`src/slhs_pkg.sv`:
```
// Shared types and constants of the sensor level hysteresis sampler.
package slhs_pkg;

    // Field widths fixed by the interface
    localparam int TEMP_W     = 12;
    localparam int HUM_W      = 10;
    localparam int PCT_W      = 7;
    localparam int INTERVAL_W = 16;
    localparam int CFG_IDX_W  = 3;
    localparam int CFG_DATA_W = 16;

    // Configuration register indexes
    localparam logic [CFG_IDX_W-1:0] CFG_READ_INTERVAL = 3'd0;
    localparam logic [CFG_IDX_W-1:0] CFG_RAW_EMPTY     = 3'd1;
    localparam logic [CFG_IDX_W-1:0] CFG_RAW_FULL      = 3'd2;
    localparam logic [CFG_IDX_W-1:0] CFG_EMPTY_AT      = 3'd3;
    localparam logic [CFG_IDX_W-1:0] CFG_REFILL_AT     = 3'd4;

    // Register reset values
    localparam logic [INTERVAL_W-1:0] RST_READ_INTERVAL = 16'd2500;
    localparam logic [PCT_W-1:0]      RST_EMPTY_AT      = 7'd5;
    localparam logic [PCT_W-1:0]      RST_REFILL_AT     = 7'd15;

    // Full scale of the percentage
    localparam logic [PCT_W-1:0] PCT_FULL = 7'd100;

    // Quotient bits produced by the serial divider, one per cycle
    localparam int DIV_STEPS = PCT_W;
    localparam int DIV_CNT_W = $clog2(DIV_STEPS);

    // Controller to datapath commands
    typedef struct packed {
        logic load;      // capture request, decide attempt
        logic mul;       // form numerator and denominator magnitudes
        logic chk;       // saturation check, divider setup
        logic div_step;  // one restoring division step
        logic commit;    // store percentage and empty flag
        logic out_load;  // load result register
    } slhs_cmd_t;

    // Datapath to controller status
    typedef struct packed {
        logic go;        // attempt with a valid climate reading
    } slhs_sts_t;

endpackage

```
`src/slhs_ctrl.sv`:
```
// Controller state machine of the sensor level hysteresis sampler.
module slhs_ctrl (
    input  logic                aclk,
    input  logic                aresetn,
    input  logic                s_valid,
    output logic                s_ready,
    output logic                m_valid,
    input  logic                m_ready,
    input  slhs_pkg::slhs_sts_t sts,
    output slhs_pkg::slhs_cmd_t cmd
);

    typedef enum logic [2:0] {
        ST_IDLE,
        ST_EVAL,
        ST_MUL,
        ST_CHK,
        ST_DIV,
        ST_UPD,
        ST_FIN
    } state_t;

    state_t                         state_reg, state_next;
    logic [slhs_pkg::DIV_CNT_W-1:0] cnt_reg, cnt_next;
    logic                           s_ready_reg, s_ready_next;
    logic                           m_valid_reg, m_valid_next;

    // Commands decoded from state
    always_comb begin
        cmd          = '0;
        cmd.load     = s_valid && s_ready_reg;
        cmd.mul      = (state_reg == ST_MUL);
        cmd.chk      = (state_reg == ST_CHK);
        cmd.div_step = (state_reg == ST_DIV);
        cmd.commit   = (state_reg == ST_UPD);
        cmd.out_load = (state_reg == ST_FIN) && (!m_valid_reg || m_ready);
    end

    // Next state
    always_comb begin
        state_next = state_reg;
        cnt_next   = cnt_reg;
        case (state_reg)
            ST_IDLE: begin
                if (cmd.load) state_next = ST_EVAL;
            end
            ST_EVAL: begin
                state_next = sts.go ? ST_MUL : ST_FIN;
            end
            ST_MUL: begin
                state_next = ST_CHK;
            end
            ST_CHK: begin
                cnt_next   = '0;
                state_next = ST_DIV;
            end
            ST_DIV: begin
                cnt_next = cnt_reg + 1'b1;
                if (cnt_reg == slhs_pkg::DIV_CNT_W'(slhs_pkg::DIV_STEPS - 1)) begin
                    state_next = ST_UPD;
                end
            end
            ST_UPD: begin
                state_next = ST_FIN;
            end
            ST_FIN: begin
                if (cmd.out_load) state_next = ST_IDLE;
            end
            default: begin
                state_next = ST_IDLE;
            end
        endcase
    end

    // Handshake outputs follow the next state
    always_comb begin
        s_ready_next = (state_next == ST_IDLE);
        m_valid_next = m_valid_reg;
        if (cmd.out_load) begin
            m_valid_next = 1'b1;
        end else if (m_ready) begin
            m_valid_next = 1'b0;
        end
    end

    // State and registered outputs
    always_ff @(posedge aclk) begin
        if (!aresetn) begin
            state_reg   <= ST_IDLE;
            cnt_reg     <= '0;
            s_ready_reg <= 1'b0;
            m_valid_reg <= 1'b0;
        end else begin
            state_reg   <= state_next;
            cnt_reg     <= cnt_next;
            s_ready_reg <= s_ready_next;
            m_valid_reg <= m_valid_next;
        end
    end

    assign s_ready = s_ready_reg;
    assign m_valid = m_valid_reg;

endmodule

```
`src/slhs_dp.sv`:
```
// Datapath of the sensor level hysteresis sampler: config, state, serial divider.
module slhs_dp #(
    parameter int ADC_BITS  = 12,
    parameter int TIME_BITS = 32
) (
    input  logic                                 aclk,
    input  logic                                 aresetn,
    input  logic                                 cfg_wr,
    input  logic [slhs_pkg::CFG_IDX_W-1:0]       cfg_index,
    input  logic [slhs_pkg::CFG_DATA_W-1:0]      cfg_wdata,
    input  logic [TIME_BITS-1:0]                 now_ms,
    input  logic                                 climate_ok,
    input  logic signed [slhs_pkg::TEMP_W-1:0]   temperature_tenths,
    input  logic [slhs_pkg::HUM_W-1:0]           humidity_tenths,
    input  logic [ADC_BITS-1:0]                  level_raw,
    input  slhs_pkg::slhs_cmd_t                  cmd,
    output slhs_pkg::slhs_sts_t                  sts,
    output logic                                 attempted,
    output logic                                 sample_valid,
    output logic signed [slhs_pkg::TEMP_W-1:0]   held_temperature,
    output logic [slhs_pkg::HUM_W-1:0]           held_humidity,
    output logic [slhs_pkg::PCT_W-1:0]           level_percent,
    output logic                                 tank_empty,
    output logic [TIME_BITS-1:0]                 last_valid_ms
);

    localparam int PW = slhs_pkg::PCT_W;
    // numerator magnitude: raw difference times 100
    localparam int NW = ADC_BITS + PW;

    // Configuration registers
    logic [slhs_pkg::INTERVAL_W-1:0] interval_reg;
    logic [ADC_BITS-1:0]             raw_empty_reg, raw_full_reg;
    logic [PW-1:0]                   empty_at_reg, refill_at_reg;

    // Architectural state
    logic [TIME_BITS-1:0]             last_attempt_reg, valid_time_reg;
    logic signed [slhs_pkg::TEMP_W-1:0] temp_reg;
    logic [slhs_pkg::HUM_W-1:0]       hum_reg;
    logic [PW-1:0]                    percent_reg;
    logic                             empty_flag_reg;

    // Per-request working registers
    logic                attempt_reg, ok_reg;
    logic [ADC_BITS-1:0] raw_reg;
    logic [NW-1:0]       num_reg, rem_reg, den_sh_reg;
    logic [ADC_BITS-1:0] den_reg;
    logic                zero_reg, sat_reg;
    logic [PW-1:0]       q_reg;

    // Result register
    logic                               attempted_reg, sample_valid_reg, tank_empty_reg;
    logic signed [slhs_pkg::TEMP_W-1:0] out_temp_reg;
    logic [slhs_pkg::HUM_W-1:0]         out_hum_reg;
    logic [PW-1:0]                      out_pct_reg;
    logic [TIME_BITS-1:0]               out_time_reg;

    // Interval check on the incoming time stamp (wrapping difference)
    logic [TIME_BITS-1:0] elapsed;
    logic                 attempt_now;
    assign elapsed     = now_ms - last_attempt_reg;
    assign attempt_now = (elapsed >= TIME_BITS'(interval_reg));

    // Signed raw differences and their magnitudes
    logic [ADC_BITS:0]   diff_n, diff_d, neg_n, neg_d;
    logic [ADC_BITS-1:0] abs_n, abs_d;
    logic                zero_now;
    assign diff_n   = {1'b0, raw_reg} - {1'b0, raw_empty_reg};
    assign diff_d   = {1'b0, raw_full_reg} - {1'b0, raw_empty_reg};
    assign neg_n    = -diff_n;
    assign neg_d    = -diff_d;
    assign abs_n    = diff_n[ADC_BITS] ? neg_n[ADC_BITS-1:0] : diff_n[ADC_BITS-1:0];
    assign abs_d    = diff_d[ADC_BITS] ? neg_d[ADC_BITS-1:0] : diff_d[ADC_BITS-1:0];
    // zero span, zero offset, or a negative quotient all clamp to zero
    assign zero_now = (diff_d == '0) || (diff_n == '0) || (diff_n[ADC_BITS] != diff_d[ADC_BITS]);

    // Restoring division step
    logic          sub_ok;
    logic [NW-1:0] rem_sub;
    assign sub_ok  = (rem_reg >= den_sh_reg);
    assign rem_sub = rem_reg - den_sh_reg;

    // Final percentage and hysteresis
    logic [PW-1:0] pct_final;
    logic          flag_next;
    always_comb begin
        if (zero_reg) begin
            pct_final = '0;
        end else if (sat_reg || (q_reg > slhs_pkg::PCT_FULL)) begin
            pct_final = slhs_pkg::PCT_FULL;
        end else begin
            pct_final = q_reg;
        end
        flag_next = empty_flag_reg;
        if (!empty_flag_reg && (pct_final <= empty_at_reg)) begin
            flag_next = 1'b1;
        end else if (empty_flag_reg && (pct_final >= refill_at_reg)) begin
            flag_next = 1'b0;
        end
    end

    // Configuration and architectural state
    always_ff @(posedge aclk) begin
        if (!aresetn) begin
            interval_reg     <= slhs_pkg::RST_READ_INTERVAL;
            raw_empty_reg    <= '0;
            raw_full_reg     <= '1;
            empty_at_reg     <= slhs_pkg::RST_EMPTY_AT;
            refill_at_reg    <= slhs_pkg::RST_REFILL_AT;
            last_attempt_reg <= '0;
            valid_time_reg   <= '0;
            temp_reg         <= '0;
            hum_reg          <= '0;
            percent_reg      <= '0;
            empty_flag_reg   <= 1'b0;
            attempt_reg      <= 1'b0;
            ok_reg           <= 1'b0;
        end else begin
            if (cfg_wr) begin
                case (cfg_index)
                    slhs_pkg::CFG_READ_INTERVAL: interval_reg  <= cfg_wdata;
                    slhs_pkg::CFG_RAW_EMPTY:     raw_empty_reg <= cfg_wdata[ADC_BITS-1:0];
                    slhs_pkg::CFG_RAW_FULL:      raw_full_reg  <= cfg_wdata[ADC_BITS-1:0];
                    slhs_pkg::CFG_EMPTY_AT:      empty_at_reg  <= cfg_wdata[PW-1:0];
                    slhs_pkg::CFG_REFILL_AT:     refill_at_reg <= cfg_wdata[PW-1:0];
                    default: ;
                endcase
            end
            if (cmd.load) begin
                attempt_reg <= attempt_now;
                ok_reg      <= attempt_now && climate_ok;
                if (attempt_now) begin
                    last_attempt_reg <= now_ms;
                    if (climate_ok) begin
                        valid_time_reg <= now_ms;
                        temp_reg       <= temperature_tenths;
                        hum_reg        <= humidity_tenths;
                    end
                end
            end
            if (cmd.commit) begin
                percent_reg    <= pct_final;
                empty_flag_reg <= flag_next;
            end
        end
    end

    // Level mapping and serial divider, no reset needed
    always_ff @(posedge aclk) begin
        if (cmd.load) begin
            raw_reg <= level_raw;
        end
        if (cmd.mul) begin
            num_reg  <= NW'(abs_n) * NW'(slhs_pkg::PCT_FULL);
            den_reg  <= abs_d;
            zero_reg <= zero_now;
        end
        if (cmd.chk) begin
            sat_reg    <= (num_reg >= {den_reg, {PW{1'b0}}});
            rem_reg    <= num_reg;
            den_sh_reg <= {1'b0, den_reg, {(PW-1){1'b0}}};
            q_reg      <= '0;
        end
        if (cmd.div_step) begin
            if (sub_ok) rem_reg <= rem_sub;
            q_reg      <= {q_reg[PW-2:0], sub_ok};
            den_sh_reg <= den_sh_reg >> 1;
        end
    end

    // Result register
    always_ff @(posedge aclk) begin
        if (cmd.out_load) begin
            attempted_reg    <= attempt_reg;
            sample_valid_reg <= ok_reg;
            out_temp_reg     <= temp_reg;
            out_hum_reg      <= hum_reg;
            out_pct_reg      <= percent_reg;
            tank_empty_reg   <= empty_flag_reg;
            out_time_reg     <= valid_time_reg;
        end
    end

    assign sts.go           = ok_reg;
    assign attempted        = attempted_reg;
    assign sample_valid     = sample_valid_reg;
    assign held_temperature = out_temp_reg;
    assign held_humidity    = out_hum_reg;
    assign level_percent    = out_pct_reg;
    assign tank_empty       = tank_empty_reg;
    assign last_valid_ms    = out_time_reg;

endmodule

```
`src/sensor_level_hysteresis_sampler_top.sv`:
```
// Top level of the sensor level hysteresis sampler.
//
//  channel | ports                       | carries
//  --------+-----------------------------+------------------------------------
//  cfg     | cfg_valid/cfg_ready         | register index and write data
//  s_      | s_valid/s_ready             | time stamp, climate reading, level
//  m_      | m_valid/m_ready             | attempt flags and held state
//
// A request with a sampling attempt and a valid climate reading passes from acceptance
// to the result register through evaluate, multiply, setup, seven serial divider
// steps (one quotient bit each), the state update and the result load. Other
// requests go from evaluate straight to the result load. s_ready rises the cycle
// after the result load. One request is in work at a time; a new one is taken
// while the previous result still waits in the output register, and the result
// load stalls while m_valid is high and m_ready is low.
// Reset is synchronous and active low; cfg_ready is always high.
module sensor_level_hysteresis_sampler_top #(
    parameter int ADC_BITS  = 12,
    parameter int TIME_BITS = 32
) (
    input  logic                               aclk,
    input  logic                               aresetn,
    input  logic                               cfg_valid,
    output logic                               cfg_ready,
    input  logic [slhs_pkg::CFG_IDX_W-1:0]     cfg_index,
    input  logic [slhs_pkg::CFG_DATA_W-1:0]    cfg_wdata,
    input  logic                               s_valid,
    output logic                               s_ready,
    input  logic [TIME_BITS-1:0]               s_now_ms,
    input  logic                               s_climate_ok,
    input  logic signed [slhs_pkg::TEMP_W-1:0] s_temperature_tenths,
    input  logic [slhs_pkg::HUM_W-1:0]         s_humidity_tenths,
    input  logic [ADC_BITS-1:0]                s_level_raw,
    output logic                               m_valid,
    input  logic                               m_ready,
    output logic                               m_attempted,
    output logic                               m_sample_valid,
    output logic signed [slhs_pkg::TEMP_W-1:0] m_held_temperature,
    output logic [slhs_pkg::HUM_W-1:0]         m_held_humidity,
    output logic [slhs_pkg::PCT_W-1:0]         m_level_percent,
    output logic                               m_tank_empty,
    output logic [TIME_BITS-1:0]               m_last_valid_ms
);

    slhs_pkg::slhs_cmd_t cmd;
    slhs_pkg::slhs_sts_t sts;

    assign cfg_ready = 1'b1;

    slhs_ctrl u_ctrl (
        .aclk    (aclk),
        .aresetn (aresetn),
        .s_valid (s_valid),
        .s_ready (s_ready),
        .m_valid (m_valid),
        .m_ready (m_ready),
        .sts     (sts),
        .cmd     (cmd)
    );

    slhs_dp #(
        .ADC_BITS  (ADC_BITS),
        .TIME_BITS (TIME_BITS)
    ) u_dp (
        .aclk               (aclk),
        .aresetn            (aresetn),
        .cfg_wr             (cfg_valid && cfg_ready),
        .cfg_index          (cfg_index),
        .cfg_wdata          (cfg_wdata),
        .now_ms             (s_now_ms),
        .climate_ok         (s_climate_ok),
        .temperature_tenths (s_temperature_tenths),
        .humidity_tenths    (s_humidity_tenths),
        .level_raw          (s_level_raw),
        .cmd                (cmd),
        .sts                (sts),
        .attempted          (m_attempted),
        .sample_valid       (m_sample_valid),
        .held_temperature   (m_held_temperature),
        .held_humidity      (m_held_humidity),
        .level_percent      (m_level_percent),
        .tank_empty         (m_tank_empty),
        .last_valid_ms      (m_last_valid_ms)
    );

    // One request in work at a time
    a_one_inflight: assert property (@(posedge aclk) disable iff (!aresetn)
        (s_valid && s_ready) |=> !s_ready)
        else $error("request accepted while another is in work");

    // A valid sample implies an attempt
    a_valid_attempt: assert property (@(posedge aclk) disable iff (!aresetn)
        m_valid |-> (m_attempted || !m_sample_valid))
        else $error("sample_valid without attempted");

    // Percentage stays clamped
    a_pct_range: assert property (@(posedge aclk) disable iff (!aresetn)
        m_valid |-> (m_level_percent <= slhs_pkg::PCT_FULL))
        else $error("level percentage above full scale");

endmodule

```
`config.mk`:
```
export PLATFORM = sky130hd
export DESIGN_NAME = sensor_level_hysteresis_sampler_top
export DESIGN_NICKNAME = d
export VERILOG_FILES = /design/src/slhs_pkg.sv /design/src/slhs_ctrl.sv /design/src/slhs_dp.sv /design/src/sensor_level_hysteresis_sampler_top.sv
export SDC_FILE = /design/constraint.sdc
export NUM_CORES = 1
export LEC_CHECK = 0
export ABC_AREA = 1
export CELL_PAD_IN_SITES_DETAIL_PLACEMENT = 1
export CELL_PAD_IN_SITES_GLOBAL_PLACEMENT = 1
export CORE_ASPECT_RATIO = 1.25
export CORE_MARGIN = 2
export CORE_UTILIZATION = 30
export DETAILED_ROUTE_END_ITERATION = 16
export DONT_BUFFER_PORTS = 1
export MAX_ROUTING_LAYER = met4
export PLACE_DENSITY_LB_ADDON = 0.1
export SLEW_MARGIN = 0
export SYNTH_ARGS = -nofsm -noshare
export SYNTH_HDL_FRONTEND = slang
export SYNTH_SLANG_ARGS = --single-unit
```
`constraint.sdc`:
```
create_clock -name aclk -period 8.7 [get_ports aclk]
set_clock_uncertainty 0.1 [all_clocks]
set_input_delay 0.435 -clock aclk [delete_from_list [all_inputs] [get_ports aclk]]
set_output_delay 0.435 -clock aclk [all_outputs]
set_load 0.005 [all_outputs]
```
Yosys cells after proc, flatten, opt, wreduce, memory -nomap -nowiden

Cells that the tools add are included.

Equality and inequality tests: 12
Add/subtract/negate cells: 7
$lt $le $gt $ge: 6
Mux-type cells: 21
Multipliers: 1
Reduce and logical (&&, ||, !) cells: 27

Operators by type and width:

| kind                  | count |
|---|---|
| $mux 19               | 3 |
| $ge 32x16->1          | 1 |
| $sub 32x32->32        | 1 |
| $mux 7                | 4 |
| $logic_not 13->1      | 2 |
| $sub 12x12->13        | 2 |
| $mux 12               | 2 |
| $neg 12->12           | 2 |
| $pmux 3 s7            | 1 |
| $ge 19x18->1          | 1 |
| $ge 19x19->1          | 1 |
| $sub 19x18->19        | 1 |
| $mux 18               | 1 |
| $mul 12x5->17 const B | 1 |
| $mux 17               | 1 |
| $eq 3x3->1 const B    | 5 |
| $reduce_and 2->1      | 7 |
| $eq 3x2->1 const B    | 4 |
| $mux 3                | 4 |
| $logic_not 3->1       | 3 |
| $ge 7x7->1            | 1 |
| $gt 7x7->1 const B    | 1 |
| $le 7x7->1            | 1 |
| $eq 3x1->1 const B    | 2 |
| other kinds (9)       | 22 |

Input port bits: 91
Output and inout bits: 67
Word-level logic and storage cells: 107
Flip-flop bits (word level): 309

Depth between registers and ports, before layout

Depth after elaboration: 8
Depth in mapped cells: 32
Depth with buffers taken out: 32

By module

Synthesis repeated with hierarchy kept, for this count alone.

Cells, all modules: 2431
Area total of the unflattened synthesis: 18482.7 sq um

By module, submodules not included:

| module                              | area an instance (sq um) | cells an instance | seq. area each (sq um) | instances |
|---|---|---|---|---|
| slhs_dp                             | 18039.8                  | 2363              | 7347.0                 | 1 |
| slhs_ctrl                           | 431.7                    | 66                | 160.2                  | 1 |
| sensor_level_hysteresis_sampler_top | 11.3                     | 2                 | 0.0                    | 1 |

Worst setup path after synthesis

Ideal clock, no wire load.

Path kind: register to register
From: register u_ctrl.state_reg[1]
To: register u_dp.attempted_reg (netlist: u_dp.attempted) (enable)
Clock period less this slack: 7.363 ns
Arrival time: 6.619 ns
Slack: 1.337 ns
Stages on the path, launching flop included: 3
Setup time: 0.644 ns
Path through: dfxtp_1 > inv_1 > nor4_1

RTL lines:

| item                     | line            | source |
|---|---|---|
| start: declaration       | slhs_ctrl.sv:23 | `state_t state_reg, state_next;` |
| start signal: assignment | slhs_ctrl.sv:94 | `state_reg <= state_next;` |
| end signal: assignment   | slhs_dp.sv:174  | `attempted_reg <= attempt_reg;` |
| end: declaration         | slhs_dp.sv:52   | `logic attempted_reg, sample_valid_reg, tank_empty_reg;` |

Worst setup path after layout

From: register u_dp.raw_reg[7]
To: register u_dp.num_reg[17], data pin

Elaborated cells on any way between the ends: 4
Classes of those cells: add/sub (2); mul (1); mux (1)

RTL lines:

| item                     | line           | source |
|---|---|---|
| start: declaration       | slhs_dp.sv:45  | `logic [ADC_BITS-1:0] raw_reg;` |
| start signal: assignment | slhs_dp.sv:151 | `raw_reg <= level_raw;` |
| $sub 12x12->13           | slhs_dp.sv:68  | `assign diff_n = {1'b0, raw_reg} - {1'b0, raw_empty_reg};` |
| $mux 12                  | slhs_dp.sv:72  | `assign abs_n = diff_n[ADC_BITS] ? neg_n[ADC_BITS-1:0] : diff_n[ADC_BITS-1:0];` |
| named net u_dp.abs_n[2]  | slhs_dp.sv:66  | `logic [ADC_BITS-1:0] abs_n, abs_d;` |
| $mul 12x5->17            | slhs_dp.sv:154 | `num_reg <= NW'(abs_n) * NW'(slhs_pkg::PCT_FULL);` |
| end signal: assignment   | slhs_dp.sv:154 |  |
| end: declaration         | slhs_dp.sv:46  | `logic [NW-1:0] num_reg, rem_reg, den_sh_reg;` |

The timed path passes the listed nets, and every way through them passes these cells.
A chain may end at the register's enable or synchronous reset.

==> metrics.cfg <==
[status]
outcome=finished clean

[cts]
cts_buffer_depth=3
insertion_delay_ns=0.56
cts.clk_slew.worst_paths_ns=0.07
clkSinkCount=309
cts_made_buffers=38
cts_root_buf=clkbuf_16
ctsHtreeMaxLevel=2
cts_tree=built

[pwr]
p_int_w=0.00387
power.share.sequential_pct=30.4
switchingPower_w=0.00256
switching_share_pct=39.8
p_leak_nw=9.64
power_density_nw_per_um2=300
p_clk_share_pct=25.8
combPwrFrac_pct=43.8
irDropWorstVdd_mv=0.248

[die]
start_util_pct=30.1
rows=102
die-area_sq_um=64000
chipHeight_um=282
die_x_um=227
io_pins=158
core_sq_um=61600

[detailed_routing]
vias=16000
drcViolationCount=0
routed_wl_mm=62.9
dr.pass1.iters=4
drt_iter0_drc=564
via_per_inst=4.78
post_drt_wl_per_cell_um=18.8
ant_nets=0

[worst_setup_path]
crit_type=flip-flop to flip-flop
worstSetupStartpointType=flip-flop
rr_endpoint=u_dp.num_reg[17]
critical_path.most_common_cell=ha_1
slowest_stage=nor2_1
critical_path_buf_inv_count=3
endpoint_kind=flip-flop
max_stage_delay_ns=0.62
rrSetupSlack_ns=2.99
crit_family=adder cells
worstPathMaxFanout=13
reg2reg_depth=26
arrival_ns=5.91
reg2reg_from=u_dp.raw_reg[7]
cp.required_ns=8.90

[yosys]
ys_warn_count=0
netlist_instances=2424
synth_top_area_share_pct=21.3
syn_area_sq_um=18600
avgSynthCellArea_sq_um=7.67
ys_types=46
yosysSeqAreaShare_pct=40.4
syn-num-nets=2685
synth-edff-count=132
async_flop_share_pct=0
synth_top_area_cell=edfxtp_1
ys.flop_type=dfxtp_1
yosys_register_bits=309
ys_top_cells_by_area=edfxtp_1 (21%), dfxtp_1 (19%), nand2_1 (12%)

[run]
max_cap_violations=0

[timing]
rsz0062_at_grt=no
relSlewSlack_pct=26.6
final.min_clock_period_ns=5.71
fin_ws_ns=2.99
max_freq_mhz=175
setup_viol=0
hold_violations=0
timing.final.crit_share_pct=65.7
slew_viol_final=0
worstMarginPinSlew_ns=1.10
setup-tns-final_ns=0

[placement]
place_ws_ns=2.94
routabilityCongestion=0.850
port_buffers=0
dpl.cell_count=3194
dpl.hpwl_mm=46.7

[layout]
layout_commonest_cell=nand2_1
final_cells=3344
drive_gt1_share_pct=3.99
fin_nets=2741
layout_common_cells=nand2_1 (580), inv_1 (399), a21oi_1 (209)
area_delta_synth_final_pct=15.5

[global_route]
grt_pass1_vias=17100
antenna_found_initial=3
grt_usage_pct=20.4
grt_max_degree=115
grt_pass1_wl_mm=97.3
overflow=0

[worst_hold_path]
hold_end=u_dp.empty_at_reg[5]
hold_path_class=input pin to flip-flop
min_from=cfg_wdata[5]
whs_path_depth=2

[what timing repair did]
action | in CTS | in global routing
hold endpoints to repair | 160 | 0
setup buffers | 0 | 0
setup endpoints to repair | 0 | 0
hold buffers | 78 | 0
resized for setup | 0 | 0
[cell type report]
cell class                      instances  area, sq um
Antenna cell                            3         7.51
Clock buffer                           49         1020
Clock inverter                         20          253
Fill cell                            7482        40200
Inverter                              412         1550
Multi-Input combinational cell       1629         9190
Sequential cell                       309         7510
Tap cell                              832         1040
Timing Repair Buffer                   90          898
[per-layer routing]
layer	global-route usage, %	part of all wire (%)	up-vias
met4	7.24	3.6	0
met3	3.59	3.7	101
met1	21.2	39	7689
li1	-	-	7994
met2	38.3	54	186
met5	-	0	-
[worst max-delay path by stage]
| stage | to | slack (ns) | cells after the start | startpoint |
|---|---|---|---|---|
| finish | u_dp.num_reg[17] | 2.99 | 26 | u_dp.raw_reg[7] |
| CTS | u_dp.num_reg[17] | 2.89 | 26 | u_dp.raw_reg[7] |
| global placement | u_dp.num_reg[17] | 3.07 | 26 | u_dp.raw_reg[7] |
| global route | u_dp.num_reg[17] | 2.27 | 28 | u_dp.raw_empty_reg[7] |
| detailed placement | u_dp.num_reg[17] | 2.94 | 26 | u_dp.raw_reg[7] |
| floorplan | u_dp.attempted | 1.34 | 2 | u_ctrl.state_reg[1] |
[synth_stat cells, types with 2 or more instances]
cell	n
edfxtp_1	132
inv_2	6
nor4_1	7
o21ai_0	107
nand4_1	72
o211ai_1	16
nor3b_1	2
o21bai_1	9
xnor2_1	20
nor3_1	25
buf_6	7
clkinv_1	7
a211oi_1	6
nand3_2	3
a21oi_1	209
a21o_1	6
o21a_1	4
xor2_1	60
nor2_2	8
ha_1	160
fa_1	10
buf_2	8
nand2_1	580
nor2_1	181
buf_1	10
buf_4	7
nand2_2	5
nand3_1	117
a21boi_0	3
dfxtp_1	177
nand3b_1	5
clkbuf_1	42
o221ai_1	2
inv_1	399
[per-stage QoR]
stage                     instance area (sq um)  power (W)  hold WS (ns)  util [%]
final                                     21500    0.00643        0.0205      34.8
after global routing                      21500    0.00700        0.0220      34.8
after CTS                                 21500    0.00656    0.00000899      34.8
after detailed placement                  19400    0.00479         0.311      31.4
after global placement                    19400    0.00472         0.313      31.4
after floorplan                           18600    0.00402         0.303         -
[power by group through the flow]
stage | clock (W) | sequential [W] | combinational, W
detailed placement | 0 | 0.00199 | 0.00280
global route | 0.00177 | 0.00197 | 0.00326
global placement | 0 | 0.00198 | 0.00274
floorplan | 0 | 0.00193 | 0.00209
CTS | 0.00172 | 0.00196 | 0.00288
finish | 0.00166 | 0.00195 | 0.00282
[logic make-up (layout without fill, tap and decap cells)]
kind of cell / after synthesis / count (layout) / synth area share, %
other: 1 / 4 / 0.0202
AND/OR/NAND/NOR: 1011 / 1011 / 23.0
adder cells (fa/ha/maj): 170 / 170 / 11.9
XOR/XNOR: 80 / 80 / 3.77
AO/OA/AOI/OAI: 366 / 366 / 10.6
multiplexers: 1 / 1 / 0.0539
flip-flops: 309 / 309 / 40.4
buffers and inverters: 486 / 571 / 10.3
Note: power is estimated with default switching activity, not from simulation.
